[src/rtl/mmc_pkg.sv]
// Shared types, widths and constants of the magnetometer min/max calibration block.
// Used by mmc_ctrl, mmc_dp and the top level; depends on nothing else.
package mmc_pkg;

    // Sample and fixed-point format
    localparam int SAMPLE_BITS = 16;
    localparam int FRAC_BITS   = 8;
    localparam int OUT_BITS    = 32;
    localparam int STATUS_BITS = 8;

    // Device status value that marks a fresh sample
    localparam logic [STATUS_BITS-1:0] STATUS_READY = STATUS_BITS'(3);

    // Intermediate widths of the correction arithmetic
    localparam int N_BITS    = SAMPLE_BITS + 2;   // 2v - max - min, signed
    localparam int NMAG_BITS = SAMPLE_BITS + 1;   // |2v - max - min|
    localparam int S_BITS    = SAMPLE_BITS + 3;   // sum of three ranges, signed
    localparam int SMAG_BITS = SAMPLE_BITS + 2;
    localparam int R_BITS    = SAMPLE_BITS + 1;   // max - min, signed
    localparam int RMAG_BITS = SAMPLE_BITS;
    localparam int D_BITS    = SAMPLE_BITS + 3;   // divisor 6 * |range|
    localparam int P_BITS    = NMAG_BITS + SMAG_BITS;
    localparam int PF_BITS   = P_BITS + FRAC_BITS;

    // Divider: quotient bits retired per cycle and divider iterations per axis
    localparam int RADIX_BITS = 2;
    localparam int DIV_ITERS  = OUT_BITS / RADIX_BITS;
    localparam int CNT_BITS   = $clog2(DIV_ITERS);

    // Calibration pass-through scaling
    localparam int CAL_BITS  = SAMPLE_BITS + FRAC_BITS;
    localparam int WIDE_BITS = ((CAL_BITS > OUT_BITS) ? CAL_BITS : OUT_BITS) + 1;

    // Saturation limits
    localparam logic signed [SAMPLE_BITS-1:0] SMAX = {1'b0, {(SAMPLE_BITS-1){1'b1}}};
    localparam logic signed [SAMPLE_BITS-1:0] SMIN = {1'b1, {(SAMPLE_BITS-1){1'b0}}};
    localparam logic signed [OUT_BITS-1:0]    OMAX = {1'b0, {(OUT_BITS-1){1'b1}}};
    localparam logic signed [OUT_BITS-1:0]    OMIN = {1'b1, {(OUT_BITS-1){1'b0}}};

    // Stream payload widths, padded to whole bytes
    localparam int IN_RAW_BITS   = 3 * SAMPLE_BITS;
    localparam int IN_DATA_BITS  = ((IN_RAW_BITS + 7) / 8) * 8;
    localparam int OUT_RAW_BITS  = 3 * OUT_BITS + 6 * SAMPLE_BITS;
    localparam int OUT_DATA_BITS = ((OUT_RAW_BITS + 7) / 8) * 8;

    // Configuration register indexes
    localparam int CFG_ADDR_BITS = 3;
    typedef enum logic [CFG_ADDR_BITS-1:0] {
        CFG_MODE  = 3'd0,
        CFG_MAX_X = 3'd1,
        CFG_MIN_X = 3'd2,
        CFG_MAX_Y = 3'd3,
        CFG_MIN_Y = 3'd4,
        CFG_MAX_Z = 3'd5,
        CFG_MIN_Z = 3'd6
    } t_cfg_reg;

    // Axis selector
    typedef enum logic [1:0] {
        AXIS_X,
        AXIS_Y,
        AXIS_Z
    } t_axis;

    // Controller to datapath commands
    typedef struct packed {
        logic  take;    // input transaction: latch sample
        logic  prep;    // form numerator, range and divisor of the axis
        logic  mul;     // product of magnitudes
        logic  chk;     // overflow check and divider start
        logic  step;    // one divider iteration
        logic  store;   // write the axis result
        logic  load;    // load the output register
        t_axis axis;
    } t_dp_cmd;

    // Datapath to controller status
    typedef struct packed {
        logic sample_ok;
        logic cal_mode;
    } t_dp_sts;

endpackage

[src/rtl/mmc_ctrl.sv]
// Sequencer of the magnetometer calibration block: input and output handshakes,
// per-axis schedule and divider iteration count. Depends on mmc_pkg.
module mmc_ctrl
    import mmc_pkg::*;
(
    input  logic    i_clk,
    input  logic    i_rst_n,
    input  logic    i_in_valid,
    output logic    o_in_ready,
    output logic    o_out_valid,
    input  logic    i_out_ready,
    input  t_dp_sts i_sts,
    output t_dp_cmd o_cmd
);

    typedef enum logic [2:0] {
        ST_IDLE,
        ST_PREP,
        ST_MUL,
        ST_CHK,
        ST_DIV,
        ST_STORE,
        ST_FLUSH
    } t_state;

    t_state                r_state;
    t_axis                 r_axis;
    logic [CNT_BITS-1:0]   r_cnt;
    logic                  r_out_valid;
    logic                  take;
    logic                  load;

    // Take a sample only when idle; load the result once the output register frees up
    assign o_in_ready  = (r_state == ST_IDLE);
    assign take        = i_in_valid && (r_state == ST_IDLE);
    assign load        = (r_state == ST_FLUSH) && (!r_out_valid || i_out_ready);
    assign o_out_valid = r_out_valid;

    // Decode commands from state
    always_comb begin
        o_cmd       = '0;
        o_cmd.take  = take;
        o_cmd.prep  = (r_state == ST_PREP);
        o_cmd.mul   = (r_state == ST_MUL);
        o_cmd.chk   = (r_state == ST_CHK);
        o_cmd.step  = (r_state == ST_DIV);
        o_cmd.store = (r_state == ST_STORE);
        o_cmd.load  = load;
        o_cmd.axis  = r_axis;
    end

    // State, axis, iteration count and output valid
    always_ff @(posedge i_clk) begin
        if (!i_rst_n) begin
            r_state     <= ST_IDLE;
            r_axis      <= AXIS_X;
            r_cnt       <= '0;
            r_out_valid <= 1'b0;
        end else begin
            if (load) begin
                r_out_valid <= 1'b1;
            end else if (i_out_ready) begin
                r_out_valid <= 1'b0;
            end

            unique case (r_state)
                ST_IDLE: begin
                    r_axis <= AXIS_X;
                    if (take && i_sts.sample_ok) begin
                        r_state <= i_sts.cal_mode ? ST_FLUSH : ST_PREP;
                    end
                end
                ST_PREP: begin
                    r_state <= ST_MUL;
                end
                ST_MUL: begin
                    r_state <= ST_CHK;
                end
                ST_CHK: begin
                    r_cnt   <= '0;
                    r_state <= ST_DIV;
                end
                ST_DIV: begin
                    r_cnt <= r_cnt + 1'b1;
                    if (r_cnt == CNT_BITS'(DIV_ITERS - 1)) begin
                        r_state <= ST_STORE;
                    end
                end
                ST_STORE: begin
                    if (r_axis == AXIS_Z) begin
                        r_state <= ST_FLUSH;
                    end else begin
                        r_axis  <= t_axis'(r_axis + 1'b1);
                        r_state <= ST_PREP;
                    end
                end
                ST_FLUSH: begin
                    if (load) begin
                        r_state <= ST_IDLE;
                    end
                end
                default: begin
                    r_state <= ST_IDLE;
                end
            endcase
        end
    end

    // Never overwrite a result that has not been taken
    a_no_overwrite: assert property (@(posedge i_clk) disable iff (!i_rst_n)
        load |-> (!r_out_valid || i_out_ready))
        else $error("output register loaded while holding an untaken result");

    // A valid sample in normal mode starts the correction sequence
    a_start_correction: assert property (@(posedge i_clk) disable iff (!i_rst_n)
        (take && i_sts.sample_ok && !i_sts.cal_mode) |=> (r_state == ST_PREP))
        else $error("correction sequence not started");

    // The divider runs the full iteration count before the result is stored
    a_div_length: assert property (@(posedge i_clk) disable iff (!i_rst_n)
        (r_state == ST_DIV && r_cnt == CNT_BITS'(DIV_ITERS - 1)) |=> (r_state == ST_STORE))
        else $error("divider did not finish on its last iteration");

    // After the last axis the result goes to the output stage
    a_last_axis: assert property (@(posedge i_clk) disable iff (!i_rst_n)
        (r_state == ST_STORE && r_axis == AXIS_Z) |=> (r_state == ST_FLUSH))
        else $error("last axis stored without moving to output");

endmodule

[src/rtl/mmc_dp.sv]
// Datapath of the magnetometer calibration block: configuration registers, running
// extremes, shared multiplier and radix-4 restoring divider, output register.
// Depends on mmc_pkg.
module mmc_dp
    import mmc_pkg::*;
(
    input  logic                            i_clk,
    input  logic                            i_rst_n,
    input  t_dp_cmd                         i_cmd,
    output t_dp_sts                         o_sts,
    input  logic [STATUS_BITS-1:0]          i_status,
    input  logic signed [SAMPLE_BITS-1:0]   i_word_a,
    input  logic signed [SAMPLE_BITS-1:0]   i_word_b,
    input  logic signed [SAMPLE_BITS-1:0]   i_word_c,
    input  logic                            i_cfg_we,
    input  logic [CFG_ADDR_BITS-1:0]        i_cfg_addr,
    input  logic [SAMPLE_BITS-1:0]          i_cfg_wdata,
    output logic [OUT_DATA_BITS-1:0]        o_out_data
);

    // Configuration
    logic                          r_mode;
    logic signed [SAMPLE_BITS-1:0] r_cal_max [3];
    logic signed [SAMPLE_BITS-1:0] r_cal_min [3];

    // Running extremes
    logic signed [SAMPLE_BITS-1:0] r_seen_max [3];
    logic signed [SAMPLE_BITS-1:0] r_seen_min [3];

    // Sample and per-axis working registers
    logic signed [SAMPLE_BITS-1:0] r_ax [3];
    logic signed [OUT_BITS-1:0]    r_res [3];
    logic                          r_sum_neg;
    logic [SMAG_BITS-1:0]          r_sum_mag;
    logic [NMAG_BITS-1:0]          r_n_mag;
    logic [D_BITS-1:0]             r_d;
    logic                          r_neg;
    logic [P_BITS-1:0]             r_p;
    logic                          r_sat;
    logic                          r_sat_neg;
    logic [D_BITS-1:0]             r_rem;
    logic [OUT_BITS-1:0]           r_quo;
    logic [OUT_BITS-1:0]           r_pf_lo;
    logic [OUT_DATA_BITS-1:0]      r_out_data;

    // Combinational helpers
    logic signed [SAMPLE_BITS-1:0] ax_new [3];
    logic signed [S_BITS-1:0]      sum;
    logic signed [SAMPLE_BITS-1:0] sel_v;
    logic signed [SAMPLE_BITS-1:0] sel_mx;
    logic signed [SAMPLE_BITS-1:0] sel_mn;
    logic signed [N_BITS-1:0]      n_val;
    logic [N_BITS-1:0]             n_abs;
    logic signed [R_BITS-1:0]      r_val;
    logic [R_BITS-1:0]             r_abs;
    logic [D_BITS-1:0]             rmag_ext;
    logic [PF_BITS-1:0]            pf;
    logic [D_BITS:0]               trial;
    logic [D_BITS-1:0]             div_rem;
    logic [OUT_BITS-1:0]           div_quo;
    logic [OUT_BITS-1:0]           div_pf;
    logic signed [OUT_BITS-1:0]    axis_res;

    // Raw sample scaled to fixed point, saturated to the output width
    function automatic logic signed [OUT_BITS-1:0] cal_scale(
        input logic signed [SAMPLE_BITS-1:0] v
    );
        logic signed [WIDE_BITS-1:0] w;
        w = WIDE_BITS'(v) <<< FRAC_BITS;
        if (w > WIDE_BITS'(OMAX)) begin
            cal_scale = OMAX;
        end else if (w < WIDE_BITS'(OMIN)) begin
            cal_scale = OMIN;
        end else begin
            cal_scale = OUT_BITS'(w);
        end
    endfunction

    assign o_sts.sample_ok = (i_status == STATUS_READY);
    assign o_sts.cal_mode  = r_mode;
    assign o_out_data      = r_out_data;

    // Remap axes: x from the second word, y from the first, z the saturated negation
    assign ax_new[0] = i_word_b;
    assign ax_new[1] = i_word_a;
    assign ax_new[2] = (i_word_c == SMIN) ? SMAX : -i_word_c;

    // Sum of the three configured ranges
    assign sum = (S_BITS'(r_cal_max[0]) - S_BITS'(r_cal_min[0]))
               + (S_BITS'(r_cal_max[1]) - S_BITS'(r_cal_min[1]))
               + (S_BITS'(r_cal_max[2]) - S_BITS'(r_cal_min[2]));

    // Select the operands of the current axis
    always_comb begin
        unique case (i_cmd.axis)
            AXIS_X: begin
                sel_v  = r_ax[0];
                sel_mx = r_cal_max[0];
                sel_mn = r_cal_min[0];
            end
            AXIS_Y: begin
                sel_v  = r_ax[1];
                sel_mx = r_cal_max[1];
                sel_mn = r_cal_min[1];
            end
            default: begin
                sel_v  = r_ax[2];
                sel_mx = r_cal_max[2];
                sel_mn = r_cal_min[2];
            end
        endcase
    end

    // Numerator 2v - max - min, range max - min and divisor 6 * |range|
    assign n_val    = (N_BITS'(sel_v) <<< 1) - N_BITS'(sel_mx) - N_BITS'(sel_mn);
    assign n_abs    = n_val[N_BITS-1] ? N_BITS'(-n_val) : N_BITS'(n_val);
    assign r_val    = R_BITS'(sel_mx) - R_BITS'(sel_mn);
    assign r_abs    = r_val[R_BITS-1] ? R_BITS'(-r_val) : R_BITS'(r_val);
    assign rmag_ext = D_BITS'(r_abs[RMAG_BITS-1:0]);

    // Scaled product feeding the divider
    assign pf = {r_p, {FRAC_BITS{1'b0}}};

    // Two restoring divide steps per cycle
    always_comb begin
        div_rem = r_rem;
        div_quo = r_quo;
        div_pf  = r_pf_lo;
        trial   = '0;
        for (int k = 0; k < RADIX_BITS; k++) begin
            trial  = {div_rem, div_pf[OUT_BITS-1]};
            div_pf = div_pf << 1;
            if (trial >= {1'b0, r_d}) begin
                div_rem = D_BITS'(trial - {1'b0, r_d});
                div_quo = {div_quo[OUT_BITS-2:0], 1'b1};
            end else begin
                div_rem = D_BITS'(trial);
                div_quo = {div_quo[OUT_BITS-2:0], 1'b0};
            end
        end
    end

    // Signed and saturated axis result
    always_comb begin
        if (r_sat) begin
            axis_res = r_sat_neg ? OMIN : OMAX;
        end else if (r_neg) begin
            axis_res = -$signed(r_quo);
        end else begin
            axis_res = $signed(r_quo);
        end
    end

    // Configuration registers and running extremes
    always_ff @(posedge i_clk) begin
        if (!i_rst_n) begin
            r_mode <= 1'b0;
            for (int k = 0; k < 3; k++) begin
                r_cal_max[k]  <= SMAX;
                r_cal_min[k]  <= SMIN;
                r_seen_max[k] <= SMIN;
                r_seen_min[k] <= SMAX;
            end
        end else begin
            if (i_cfg_we) begin
                case (i_cfg_addr)
                    CFG_MODE:  r_mode       <= i_cfg_wdata[0];
                    CFG_MAX_X: r_cal_max[0] <= $signed(i_cfg_wdata);
                    CFG_MIN_X: r_cal_min[0] <= $signed(i_cfg_wdata);
                    CFG_MAX_Y: r_cal_max[1] <= $signed(i_cfg_wdata);
                    CFG_MIN_Y: r_cal_min[1] <= $signed(i_cfg_wdata);
                    CFG_MAX_Z: r_cal_max[2] <= $signed(i_cfg_wdata);
                    CFG_MIN_Z: r_cal_min[2] <= $signed(i_cfg_wdata);
                    default: ;
                endcase
            end
            // Widen the extremes with each valid sample in calibration mode
            if (i_cmd.take && o_sts.sample_ok && r_mode) begin
                for (int k = 0; k < 3; k++) begin
                    if (ax_new[k] > r_seen_max[k]) begin
                        r_seen_max[k] <= ax_new[k];
                    end
                    if (ax_new[k] < r_seen_min[k]) begin
                        r_seen_min[k] <= ax_new[k];
                    end
                end
            end
        end
    end

    // Working registers of the correction sequence
    always_ff @(posedge i_clk) begin
        if (i_cmd.take) begin
            for (int k = 0; k < 3; k++) begin
                r_ax[k]  <= ax_new[k];
                r_res[k] <= cal_scale(ax_new[k]);
            end
            r_sum_neg <= sum[S_BITS-1];
            r_sum_mag <= SMAG_BITS'(sum[S_BITS-1] ? -sum : sum);
        end
        if (i_cmd.prep) begin
            r_n_mag <= n_abs[NMAG_BITS-1:0];
            r_d     <= (rmag_ext << 2) + (rmag_ext << 1);
            r_neg   <= n_val[N_BITS-1] ^ r_val[R_BITS-1] ^ r_sum_neg;
        end
        if (i_cmd.mul) begin
            r_p <= P_BITS'(r_n_mag) * P_BITS'(r_sum_mag);
        end
        // Quotient would reach the sign bit: saturate; a zero range lands here as well
        if (i_cmd.chk) begin
            r_sat     <= (pf >> (OUT_BITS - 1)) >= PF_BITS'(r_d);
            r_sat_neg <= r_neg && (r_p != '0);
            r_rem     <= D_BITS'(pf >> OUT_BITS);
            r_pf_lo   <= OUT_BITS'(pf);
            r_quo     <= '0;
        end
        if (i_cmd.step) begin
            r_rem   <= div_rem;
            r_quo   <= div_quo;
            r_pf_lo <= div_pf;
        end
        if (i_cmd.store) begin
            unique case (i_cmd.axis)
                AXIS_X:  r_res[0] <= axis_res;
                AXIS_Y:  r_res[1] <= axis_res;
                default: r_res[2] <= axis_res;
            endcase
        end
        if (i_cmd.load) begin
            r_out_data <= OUT_DATA_BITS'({r_seen_min[2], r_seen_max[2],
                                          r_seen_min[1], r_seen_max[1],
                                          r_seen_min[0], r_seen_max[0],
                                          r_res[2], r_res[1], r_res[0]});
        end
    end

endmodule

[src/rtl/magnetometer_minmax_calibration.sv]
// Top level of the magnetometer min/max (hard and soft iron) calibration block.
// Joins mmc_ctrl and mmc_dp; depends on mmc_pkg.
//
// Each input transaction carries one sample; it is used only when the status in tuser
// equals 3, otherwise it is dropped with no result. The block takes one sample at a time
// and holds tready low while it works. In calibration mode the sample skips the correction
// and its result goes to the output register. In normal mode the three axes go in turn:
// they share one 18 x 17 bit multiplier and one restoring divider
// that retires two quotient bits a cycle over a 32 bit quotient. The finished
// result waits in the output register, so a new sample can be taken while it is unread.
module magnetometer_minmax_calibration
    import mmc_pkg::*;
(
    input  logic                     i_clk,
    input  logic                     i_rst_n,
    // Sample stream
    input  logic                     i_s_axis_tvalid,
    output logic                     o_s_axis_tready,
    input  logic [IN_DATA_BITS-1:0]  i_s_axis_tdata,  // raw_word_a, raw_word_b, raw_word_c
    input  logic [STATUS_BITS-1:0]   i_s_axis_tuser,  // status_byte
    // Result stream
    output logic                     o_m_axis_tvalid,
    input  logic                     i_m_axis_tready,
    // x_out, y_out, z_out, peak_x, trough_x, peak_y, trough_y, peak_z, trough_z
    output logic [OUT_DATA_BITS-1:0] o_m_axis_tdata,
    // Configuration writes
    input  logic                     i_cfg_we,
    input  logic [CFG_ADDR_BITS-1:0] i_cfg_addr,
    input  logic [SAMPLE_BITS-1:0]   i_cfg_wdata
);

    t_dp_cmd cmd;
    t_dp_sts sts;

    mmc_ctrl u_ctrl (
        .i_clk       (i_clk),
        .i_rst_n     (i_rst_n),
        .i_in_valid  (i_s_axis_tvalid),
        .o_in_ready  (o_s_axis_tready),
        .o_out_valid (o_m_axis_tvalid),
        .i_out_ready (i_m_axis_tready),
        .i_sts       (sts),
        .o_cmd       (cmd)
    );

    mmc_dp u_dp (
        .i_clk       (i_clk),
        .i_rst_n     (i_rst_n),
        .i_cmd       (cmd),
        .o_sts       (sts),
        .i_status    (i_s_axis_tuser),
        .i_word_a    ($signed(i_s_axis_tdata[SAMPLE_BITS-1:0])),
        .i_word_b    ($signed(i_s_axis_tdata[2*SAMPLE_BITS-1:SAMPLE_BITS])),
        .i_word_c    ($signed(i_s_axis_tdata[3*SAMPLE_BITS-1:2*SAMPLE_BITS])),
        .i_cfg_we    (i_cfg_we),
        .i_cfg_addr  (i_cfg_addr),
        .i_cfg_wdata (i_cfg_wdata),
        .o_out_data  (o_m_axis_tdata)
    );

endmodule

[config.mk]
export PLATFORM = sky130hd
export DESIGN_NAME = magnetometer_minmax_calibration
export DESIGN_NICKNAME = d
export VERILOG_FILES = /design/src/rtl/mmc_pkg.sv /design/src/rtl/mmc_ctrl.sv /design/src/rtl/mmc_dp.sv /design/src/rtl/magnetometer_minmax_calibration.sv
export SDC_FILE = /design/constraint.sdc
export NUM_CORES = 2
export LEC_CHECK = 0
export BUFFER_PORTS_ARGS = -buffer_cell sky130_fd_sc_hd__buf_2
export CORE_MARGIN = 3
export CORE_UTILIZATION = 50
export CTS_BUF_LIST = sky130_fd_sc_hd__clkbuf_2
export DETAILED_ROUTE_END_ITERATION = 7
export PLACE_DENSITY = 0.67
export SETUP_SLACK_MARGIN = 0.2
export SKIP_LAST_GASP = 1
export SYNTH_ARGS = -nofsm -noshare
export SYNTH_HDL_FRONTEND = slang
export SYNTH_SLANG_ARGS = --single-unit
[constraint.sdc]
create_clock -name i_clk -period 20.1 [get_ports i_clk]
set_input_delay 1.005 -clock i_clk [delete_from_list [all_inputs] [get_ports i_clk]]
set_output_delay 1.005 -clock i_clk [all_outputs]
set_load 0.005 [all_outputs]
# ---- Word-level counts from Yosys, hierarchy flattened
# Memories as Yosys holds them, arrays and structs flattened. A register that Yosys moved wholly into a read port is not among the register bits.
# Cells that the tools add are included.
# Widths: inputs -> output; s select.
dict set report word_totals {
  regBits 371
  mem_bits_rw 336
  in_bits 80
  out_inout_bits 194
  elab_cells 229
  mem_count 6
}
# memory depth width read_ports rd_ports_with_merged_regs wr line
set mem_list {}
lappend mem_list {u_dp.r_res 3 32 3 3 3 mmc_dp.sv:32} ;# logic signed [OUT_BITS-1:0] r_res [3];
lappend mem_list {u_dp.r_ax 3 16 3 0 3 mmc_dp.sv:31} ;# logic signed [SAMPLE_BITS-1:0] r_ax [3];
lappend mem_list {u_dp.r_cal_max 3 16 3 0 3 mmc_dp.sv:23} ;# logic signed [SAMPLE_BITS-1:0] r_cal_max [3];
lappend mem_list {u_dp.r_cal_min 3 16 3 0 3 mmc_dp.sv:24} ;# logic signed [SAMPLE_BITS-1:0] r_cal_min [3];
lappend mem_list {u_dp.r_seen_max 3 16 3 0 3 mmc_dp.sv:27} ;# logic signed [SAMPLE_BITS-1:0] r_seen_max [3];
lappend mem_list {u_dp.r_seen_min 3 16 3 0 3 mmc_dp.sv:28} ;# logic signed [SAMPLE_BITS-1:0] r_seen_min [3];
dict set report classes {
  n_addsub 18
  n_mul 1
  order_cmp 15
  n_eq_ne 21
  n_mux 115
  bitwise 17
  n_reduce_logical 18
}
# cell n
set ops {}
lappend ops {{$mux 32} 19}
lappend ops {{$mux 16} 14}
lappend ops {{$gt 24x32->1 const B} 3}
lappend ops {{$lt 24x32->1 const B} 3}
lappend ops {{$pmux 16 s2} 3}
lappend ops {{$mux 19} 4}
lappend ops {{$sub 16x16->17} 4}
lappend ops {{$mux 1} 64}
lappend ops {{$gt 16x16->1} 3}
lappend ops {{$lt 16x16->1} 3}
lappend ops {{$ge 20x19->1} 2}
lappend ops {{$sub 19x19->19} 2}
lappend ops {{$mul 17x18->35} 1}
lappend ops {{$reduce_bool 35->1} 1}
lappend ops {{$neg 16->16} 2}
lappend ops {{$neg 32->32} 1}
lappend ops {{$pmux 3 s7} 1}
lappend ops {{$add 18x17->19} 1}
lappend ops {{$add 19x17->19} 1}
lappend ops {{$add 19x19->19} 1}
lappend ops {{$ge 12x19->1} 1}
lappend ops {{$eq 3x3->1 const B} 6}
lappend ops {{$mux 18} 1}
lappend ops {{$neg 18->18} 1}
lappend ops {{30 further kinds} 63}

# ---- Depth between registers and ports, before layout
dict set report depth {
  word_depth 8
  ltp_mapped 32
  ltp_nobuf 28
}

# ---- Cells and area by module
# Synthesis repeated with hierarchy kept, for this count alone.
dict set report unflattened {
  hier_cells 4150
  hier_area_um2 46990.1
}
# module n_inst cells_per_inst area_each_um2 seq_area_each_um2
set modules_own_cells {}
lappend modules_own_cells {mmc_dp 1 4075 46375.7 20890.0}
lappend modules_own_cells {mmc_ctrl 1 75 614.3 200.2}

# ---- Least setup slack after synthesis
# OpenSTA, ideal clock, no wires.
dict set report synth_timing {
  path_type {input -> register}
  startpoint {in i_m_axis_tready}
  endpoint {reg u_dp.r_out_data[0], in the netlist o_m_axis_tdata[0] (read register of u_dp.r_res) (enable)}
  setup_ns 0.769
  arrival_time_ns 9.569
  required_ns 19.331
  path_slack_ns 9.761
  stages 2
  n_path_buf 0
  cell_sequence {nand2b_1 -> nor2b_1}
}
# element line
set synth_lines {}
lappend synth_lines {{start: declaration} magnetometer_minmax_calibration.sv:23} ;# input logic i_m_axis_tready,
lappend synth_lines {{end: declaration} mmc_dp.sv:44} ;# logic [OUT_DATA_BITS-1:0] r_out_data;

# ---- Worst setup path in the final report
dict set report layout_timing {
  startpoint {reg u_ctrl.r_axis[0]}
  endpoint {reg u_dp.r_d[18] (data pin)}
}
dict set report layout_via {
  elab_chain_len 6
  elab_cells_between_ends 8
  cone_classes {add/sub: 3; eq/ne: 1; mux: 3; reduce/logical: 1}
}
# element line
set layout_lines {}
lappend layout_lines {{start: declaration} mmc_ctrl.sv:27} ;# t_axis r_axis;
lappend layout_lines {{start signal: assignment} mmc_ctrl.sv:93} ;# r_axis <= t_axis'(r_axis + 1'b1);
lappend layout_lines {{$eq 2x1->1 or $logic_not 2->1 (tied branches)} mmc_dp.sv:95} ;# unique case (i_cmd.axis)
lappend layout_lines {{$pmux 16 s2} mmc_dp.sv:95}
lappend layout_lines {{$sub 16x16->17 (*)} mmc_dp.sv:117} ;# assign r_val = R_BITS'(sel_mx) - R_BITS'(sel_mn);
lappend layout_lines {{$neg 16->16} mmc_dp.sv:118} ;# assign r_abs = r_val[R_BITS-1] ? R_BITS'(-r_val) : R_BITS'(r_val);
lappend layout_lines {{$mux 16 (*)} mmc_dp.sv:118}
lappend layout_lines {{$add 18x17->19 (*)} mmc_dp.sv:203} ;# r_d <= (rmag_ext << 2) + (rmag_ext << 1);
lappend layout_lines {{end signal: assignment} mmc_dp.sv:203}
lappend layout_lines {{end: declaration} mmc_dp.sv:36} ;# logic [D_BITS-1:0] r_d;
# Mark *: on every way between the ends. The rest lies on a longest branch, timed or not.
# A chain may end at the register's enable or synchronous reset.

==> metrics.md <==
| Metric | Value |
|---|---|
| DRT Wirelength | `118 mm` |
| PostCTS Resize Cnt | `0` |
| Syn avg cell area | `roughly 11 um2` |
| DR WL/cell | `a little under 20 um` |
| WP buf/inv | `4` |
| # placed instances | `~5.7k` |
| Distinct cells, synth | `between 70 and 80` |
| Setup crit end kind | `flop` |
| Gate Count Post-Synth | `4,257` |
| Clock Sinks | `706` |
| Flop2flop setup slack | `between 10 and 15 ns` |
| Crit-path leading delay family | `compound AO/OA/AOI/OAI gates` |
| Synth Flop Type | `edfxtp_1` |
| CP endpoint | `u_dp.r_d[18]` |
| Port Buffers | `273` |
| Hold depth | `4` |
| Largest net degree at the start of global routing | `76` |
| Synthesis-stage register bit count | `roughly 700` |
| Die Width | `approximately 310 um` |
| Vias after detailed routing | `32.7k` |
| Post-synth EDFFs | `roughly 700` |
| Initial core utilization | `0.504` |
| Outcome | `finished clean` |
| Vias per inst | `5.36` |
| Startpoint class of the critical path | `flop` |
| I/O pins | `about 270` |
| CP Depth | `28` |
| Fillers | `between 8k and 9k` |
| Ratio of cells with drive above 1 in the final layout | `0.133` |
| Final hold viol count | `0` |
| Post-layout nets | `approximately 5.4k` |
| RePlAce Congestion | `0.867` |
| Setup TNS | `0 ns` |
| Clock slew at reported path FFs | `approximately 0.1 ns` |
| Final worst-path cycle share | `0.352` |
| Iteration-0 DRC Markers | `approximately 2.4k` |
| Final setup margin | `13.02 ns` |
| Slew Viols, Final | `0` |
| DRT Pass-1 Iters | `5` |
| Worst slack, placed | `12.93 ns` |
| Die area | `~0.1 mm2` |
| Crit path largest cell delay | `0.54 ns` |
| Setup crit start | `u_ctrl.r_axis[0]` |
| GRT Overall Usage | `0.241` |
| Fraction of registers with async set/reset | `0` |
| DRC viols | `0` |
| HP Class | `input pin to flop` |
| RSZ-0062 raised after global routing | `false` |
| CTS tree | `yes` |
| Critical path required time | `between 20 and 25 ns` |
| Syn nets | `~5k` |
| Crit path arrival time | `approximately 8.3 ns` |
| Most frequent cells after synthesis | `695 x edfxtp_1, 632 x inv_1, 456 x nand2_1` |
| Worst clock skew | `around 0.11 ns` |
| Most frequent cell after synthesis | `edfxtp_1` |
| DIE HEIGHT | `between 300 and 400 um` |
| Fin cells | `between 6k and 7k` |
| Num CTS Buffers | `roughly 180` |
| Dpl hpwl | `a little under 90 mm` |
| Worst Max-Slew Pin Slew | `1.19 ns` |
| Max-Cap Viols | `0` |
| R2R depth | `28` |
| FMAX | `roughly 140 MHz` |
| Clock buffer depth | `3` |
| Mapped Area | `0.0472 mm2` |
| Overflow after GRT | `0` |
| Largest area contributor in the netlist | `edfxtp_1` |
| Synth top area cells | `edfxtp_1 44%, fa_1 13%, ha_1 9.6%, inv_1 5.0%, nand2_1 3.6%` |
| Initial antenna violation count | `3` |
| Antenna-violating nets left | `0` |
| Area growth from synthesis to layout | `11.1%` |
| Yosys Warn Count | `0` |
| Fin util | `0.560` |
| Row count | `112` |
| CTS H-tree lvls | `4` |
| Post-synthesis sequential area ratio | `0.447` |
| Clk root buf | `clkbuf_2` |
| Clock Latency Late Sink | `between 1 and 1.5 ns` |
| Core area | `just over 0.09 mm2` |
| Worst Path Max Fanout | `between 50 and 60` |
| First-pass GRT wire length | `184 mm` |
| Worst path slowest cell | `or4_1` |
| CP dominant cell by count | `o21ai_0` |
| Final setup violation count | `0` |
| Share of the synthesized area in the top cell type | `0.443` |
| Relative slew slack | `0.207` |
| Period minus WS final | `slightly above 7 ns` |
| Worst r2r src | `u_ctrl.r_axis[0]` |
| Crit path kind | `flop to flop` |
| Worst R2R End | `u_dp.r_d[18]` |
| Vias in the first global route | `33.2k` |
final cells by class:
class	instances	area, um2	area share
Timing Repair Buffer	381	2360	0.0451
Sequential cell	706	21100	0.403
Clock buffer	259	1300	0.0248
Tap cell	1254	1570	0.0300
Multi-Input combinational cell	2795	23300	0.444
Inverter	632	2370	0.0453
Antenna cell	4	10.0	0.000191
Clock inverter	67	400	0.00765
worst min-delay path by stage:
| stage | startpoint | to | slack, ns |
|---|---|---|---|
| after global routing | i_s_axis_tuser[2] | u_ctrl.r_state[2] | 0.13 |
| after floorplan | u_dp.r_res[0][0] | o_m_axis_tdata[0] | 0.40 |
| after CTS | i_s_axis_tuser[2] | u_ctrl.r_state[2] | 0.004 |
| final | i_s_axis_tuser[2] | u_ctrl.r_state[2] | 0.22 |
| after global placement | u_dp.r_res[0][22] | o_m_axis_tdata[22] | 0.40 |
| after detailed placement | u_dp.r_res[0][11] | o_m_axis_tdata[11] | 0.40 |
cell families after synthesis:
group                    after synthesis  share of synthesized area
AND/OR/NAND/NOR                     1191                      0.124
buffers and inverters                756                     0.0606
flip-flops                           706                      0.447
AO/OA/AOI/OAI                        703                      0.101
adder cells (fa/ha/maj)              658                      0.222
XOR/XNOR                             216                     0.0401
multiplexers                          27                    0.00586
repair_timing:
item / 4_1_cts / 5_1_grt
endpoints found under the hold margin: 256 / 0
hold buffers: 74 / 0
buffers inserted: 0 / 0
state kept, by name (all words and copies together), names as in the netlist, 2 cells and up:
register         flops
o_m_axis_tdata      96
u_dp.o_out_data     96
u_dp.r_res          96
u_dp.r_ax           48
u_dp.r_cal_max      48
u_dp.r_cal_min      48
u_dp.r_seen_max     48
u_dp.r_seen_min     48
u_dp.r_p            35
u_dp.r_quo          32
u_dp.r_pf_lo        24
u_dp.r_rem          19
u_dp.r_d            18
u_dp.r_sum_mag      18
u_dp.r_n_mag        17
u_ctrl.r_cnt         4
u_ctrl.r_state       3
u_ctrl.r_axis        2
placed cells by master (no fill, tap or decap), types with 74 or more instances in the layout:
| master | instances |
|---|---|
| dlygate4sd3_1 | 74 |
| xnor2_1 | 156 |
| nor2_1 | 172 |
| and2_1 | 176 |
| inv_1 | 630 |
| fa_1 | 296 |
| o21ai_0 | 134 |
| clkbuf_2 | 259 |
| edfxtp_1 | 695 |
| ha_1 | 360 |
| nand2_1 | 455 |
| a21oi_1 | 143 |
| buf_2 | 273 |
| a21o_1 | 120 |
per-layer routing:
layer  global-route usage  up-vias  part of all wire
met5                    0        -                 0
met4                0.102        0             0.037
met3               0.0413      227             0.060
met2                0.397     1027              0.48
met1                0.317    15900              0.43
li1                     -    15500                 -
tightest hold or removal path, cell delays in order:
cell and delay, ns:
buf_2 0.07, nor4_1 0.12, a21boi_0 0.29, nor3b_1 0.09
metrics by stage:
stage / instance area, um2 / hold slack [ns]
3_3_place_gp: 49900 / 0.401
2_1_floorplan: 47200 / 0.400
3_5_place_dp: 49900 / 0.405
4_1_cts: 52400 / 0.00421
5_1_grt: 52400 / 0.129
6_report: 52400 / 0.222
Power is not shown: default switching activity piles up to over one toggle a cycle in this logic, so the estimate is an artifact.
